==> src/hw/rtl/q248_pkg.sv <==
// Package for the signed Q24.8 fixed-point ALU: word types, op codes, constants.
// No dependencies.
package q248_pkg;

  localparam int DATA_W    = 32;
  localparam int FRAC_BITS = 8;

  typedef enum logic [3:0] {
    OP_ADD   = 4'd0,
    OP_SUB   = 4'd1,
    OP_MUL   = 4'd2,
    OP_DIV   = 4'd3,
    OP_LT    = 4'd4,
    OP_GT    = 4'd5,
    OP_LE    = 4'd6,
    OP_GE    = 4'd7,
    OP_EQ    = 4'd8,
    OP_NE    = 4'd9,
    OP_MIN   = 4'd10,
    OP_MAX   = 4'd11,
    OP_INC   = 4'd12,
    OP_DEC   = 4'd13,
    OP_TOINT = 4'd14,
    OP_NONE  = 4'd15
  } op_t;

  typedef struct packed {
    logic        [3:0]  kind;
    logic signed [31:0] operand_a;
    logic signed [31:0] operand_b;
  } in_word_t;

  typedef struct packed {
    logic signed [31:0] result_value;
    logic               compare_true;
    logic               divide_by_zero;
  } out_word_t;

endpackage

==> src/hw/rtl/q248_mul.sv <==
// Pipelined 32x32 magnitude multiplier, two registered stages: 32x16 partials, then their sum.
// Depends on q248_pkg.
module q248_mul (
  input  logic        clk,
  input  logic        en,
  input  logic [31:0] mag_a,
  input  logic [31:0] mag_b,
  output logic [63:0] product
);
  import q248_pkg::*;

  // 32x16 partials against each half of b, summed in the next stage
  logic [47:0] pm_lo, pm_hi;

  always_ff @(posedge clk) begin
    if (en) begin
      pm_lo   <= 48'(mag_a) * 48'(mag_b[15:0]);
      pm_hi   <= 48'(mag_a) * 48'(mag_b[31:16]);
      product <= 64'(pm_lo) + (64'(pm_hi) << 16);
    end
  end
endmodule

==> config.mk <==
export PLATFORM = sky130hd
export DESIGN_NAME = q248_mul
export DESIGN_NICKNAME = d
export VERILOG_FILES = /design/src/hw/rtl/q248_pkg.sv /design/src/hw/rtl/q248_mul.sv
export SDC_FILE = /design/constraint.sdc
export NUM_CORES = 2
export LEC_CHECK = 0
export ABC_AREA = 1
export ABC_CLOCK_PERIOD_IN_PS = 13900
export BUFFER_PORTS_ARGS = -buffer_cell sky130_fd_sc_hd__buf_2
export CORE_ASPECT_RATIO = 1.5
export CORE_UTILIZATION = 45
export DETAILED_ROUTE_END_ITERATION = 7
export GPL_TIMING_DRIVEN = 0
export PLACE_DENSITY_LB_ADDON = 0.1
export SKIP_CTS_REPAIR_TIMING = 1
export SYNTH_ARGS = -nofsm -noshare
export SYNTH_HDL_FRONTEND = slang
export SYNTH_SLANG_ARGS = --single-unit
==> constraint.sdc <==
create_clock -name clk -period 13.9 [get_ports clk]
set_input_delay 2.78 -clock clk [delete_from_list [all_inputs] [get_ports clk]]
set_output_delay 2.78 -clock clk [all_outputs]
set_load 0.02 [all_outputs]
* Word level (Yosys, flattened, before mapping)
Index checks and enable logic that the tools add are counted.
Cells by class: $add $sub $neg 1, multipliers 2
Operators by type and width (number):
- $mul 32x16->48 | 2
- $add 48x64->64 | 1
Word-level totals: flip-flop bits (word level) 160

* Depth between registers and ports, before layout
depth after elaboration 1, mapped depth 28

* Worst setup path after synthesis
Ideal clock, no wire load.
path type input -> register, start point input port mag_a[29], end point register pm_lo[42] (data pin), data arrival time 7.433 ns, required time 13.648 ns, path slack 6.215 ns, cell stages on the path 24, path buffers 1, cell sequence clkbuf_1 -> nand2_1 -> fa_1 -> inv_1 -> fa_1 -> inv_1 -> fa_1 -> inv_1 -> fa_1 -> fa_1 -> inv_1 -> fa_1 -> inv_1 -> ha_1 -> nand2_1 -> inv_1 -> nand2_1 -> inv_1 -> a21oi_1 -> nor2_1 -> nor2_1 -> nand2_1 -> nand2_1 -> nand2_1
Between the ends: cells in the longest elaborated chain, start to end 1
RTL lines:
- from (decl) | line q248_mul.sv:6 | input logic [31:0] mag_a,
- $mul 32x16->48 | line q248_mul.sv:17 | pm_lo <= 48'(mag_a) * 48'(mag_b[15:0]);
- to (signal assigned) | line q248_mul.sv:17
- to (decl) | line q248_mul.sv:13 | logic [47:0] pm_lo, pm_hi;
No other way between the ends. A chain may end at the register's enable or synchronous reset.

* Worst setup path after layout
start point input port mag_a[31], end point register pm_lo[47] (data pin)
Same word-level chain as after synthesis.

==> results.cfg <==
[synthesis]
yosys.area.top_type_share_pct = 38.3
syn-num-nets = 7134
yosysSeqAreaShare_pct = 11.0
synthDistinctLibCells = 29
ys_ff_latch = 160
syn_inst = 5959
synthTopCellsByArea = fa_1, nand2_1, inv_1, edfxtp_1, ha_1
syn_avg_cell_area_sq_um = 7.34
yosys.area.top_type = fa_1
yosysWarnings = 0
syn_area_sq_mm = 0.0437

[placed_design]
gp_congestion = 0.994
place_ws_ns = 4.73
dp_hpwl_microns = 134000
port_buffers = 129

[grt]
met3_usage_pct = 3.70
met1_usage_pct = 35.6
grt_util_met2_pct = 57.1
grt_overflow = 0
antenna_found_initial = 4
grt_max_degree = 90
grt_pass1_wl_microns = 231000
grt_pass1_vias = 38480
grt_busiest_layer = met2
track_usage_pct = 32.4

[cells_and_area]
final_cell_mix = nand2_1, inv_1, fa_1
area_delta_synth_final_pct = 6.77
seqCellArea_sq_mm = 0.00480
final_common_cell = nand2_1
multi_input_area_sq_mm = 0.0314
drive_gt1_share_pct = 4.26
num-fill-cells = 9989
nets = 7291
final_util_pct = 48.6

[worst_hold_path]
hold_class = reg -> reg
hold_start = pm_lo[2]

[floorplan]
core_area_sq_mm = 0.0960
std_cell_rows = 139
die_y_microns = 384
io_pins = 130
die_x_microns = 256
start_util_pct = 45.5
dieArea_sq_mm = 0.0984

[setup_path]
crit_fanout = 10
worst-path-buf-inv = 6
crit_start = mag_a[31]
rrSetupSlack_ns = 11.38
cp_cell_sequence = buf_2, clkbuf_1, nand2_1, fa_1, inv_1, fa_1, fa_1, fa_1, fa_1, inv_1, fa_1, inv_1, ha_1, nand2_1, nor2_1, nand2_1, inv_1, nand2_1, nor2_1, nand2_1, nand4_1, nand2_1
slowest_stage = clkbuf_1
endpoint = pm_lo[47]
required_ns = 14.09
slowest_delay_ns = 0.88
r2r_cells = 8
critPathLaunchType = input pin
crit_path_end_kind = flop
crit_arrival_ns = 8.97
r2r_end = product[56]
rr_startpoint = pm_lo[45]
critPathKind = in -> reg
cp_top_family = adder cells
cp.depth = 22

[sta]
period_share_pct = 63.1
min_period_ns = 8.78
setup_viol = 0
fin_skew_ns = 0.0323
worst_pin_slew_ns = 1.19
fin_ws_ns = 5.12
slew-limit-headroom_pct = 20.5
tns_ns = 0
timing.fmax_ghz = 0.114
rsz0062_at_grt = false
hold_slack_ns = 0.419
final-max-slew-violation-count = 0
hold_viol = 0

[clock_network]
cts_root_buffer = clkbuf_16
cts_max_level = 4
cts_tree = built
clkSinkCount = 160
cts_buffer_depth = 3
path_clk_slew_ns = 0.07
cts_made_buffers = 25
clock_latency_ns = 0.50

[route]
vias_per_cell = 4.96
wl_microns = 155000
ant_nets = 0
drc = 0
wl_per_cell_microns = 20.9
num_vias = 36637
drt_iter0_markers = 2576
drt-pass1-iter-count = 5

[status]
status = complete, no violations

[run]
maxCapViolations = 0
cell type report:
type / count / share of cell area [%]
clock buffer: 26 / 1.35
sequential: 160 / 10.3
buffer: 192 / 1.54
antenna: 1 / 0.00536
timing repair buffer: 130 / 1.46
clock inverter: 7 / 0.131
inverter: 1820 / 14.6
multi-input combinational: 3787 / 67.2
tap: 1269 / 3.40
registers in the layout (all words and copies together), names as in the netlist:
register	count
product	64
pm_lo	48
pm_hi	48
cells in the mapped netlist:
master    instances
nand3_2          20
inv_2            16
nor2_4            7
nand2_2          15
nor3_2            2
o21ai_0           4
fa_1            837
inv_1          1804
xnor2_1          13
o21bai_1         12
edfxtp_1        160
nand3b_1          3
a21o_1            1
and2_1            4
xor2_1           68
nand4_1          20
a21oi_1          74
and3_1            1
nor2_2           39
nor3_1           11
nor2_1          196
or2_2             2
a31oi_1           8
nand3_1         117
ha_1            272
or2_1             1
nor4_1            4
clkbuf_1        192
nand2_1        2056
worst min-delay path by stage:
stage                        endpoint  depth (start not counted)
after detailed placement  product[15]                          0
after global routing       product[3]                          0
after floorplan            product[0]                          0
after CTS                  product[2]                          0
final                      product[2]                          0
after global placement     product[1]                          0
cells by family after synthesis:
family                   after synthesis  synth area share, %
buffers and inverters               2012                 17.3
adder cells (fa/ha/maj)             1109                 46.1
AND/OR/NAND/NOR                     2498                 22.8
AO/OA/AOI/OAI                         99                 1.23
XOR/XNOR                              81                 1.62
flip-flops                           160                 11.0
per-stage QoR:
stage | instance area [sq um] | std cells
3_5_place_dp | 46000 | 7358
5_1_grt | 46700 | 7392
6_report | 46700 | 7392
4_1_cts | 46700 | 7391
3_3_place_gp | 46000 | 7357
2_1_floorplan | 43700 | 5959
layer usage:
layer / wire (microns) / vias up
met5: 0 / -
met4: 14300 / 0
met3: 9490 / 450
met2: 75600 / 1365
met1: 55400 / 17806
li1: - / 17016
Power is not shown: default switching activity piles up to over one toggle a cycle in this logic, so the estimate is an artifact.
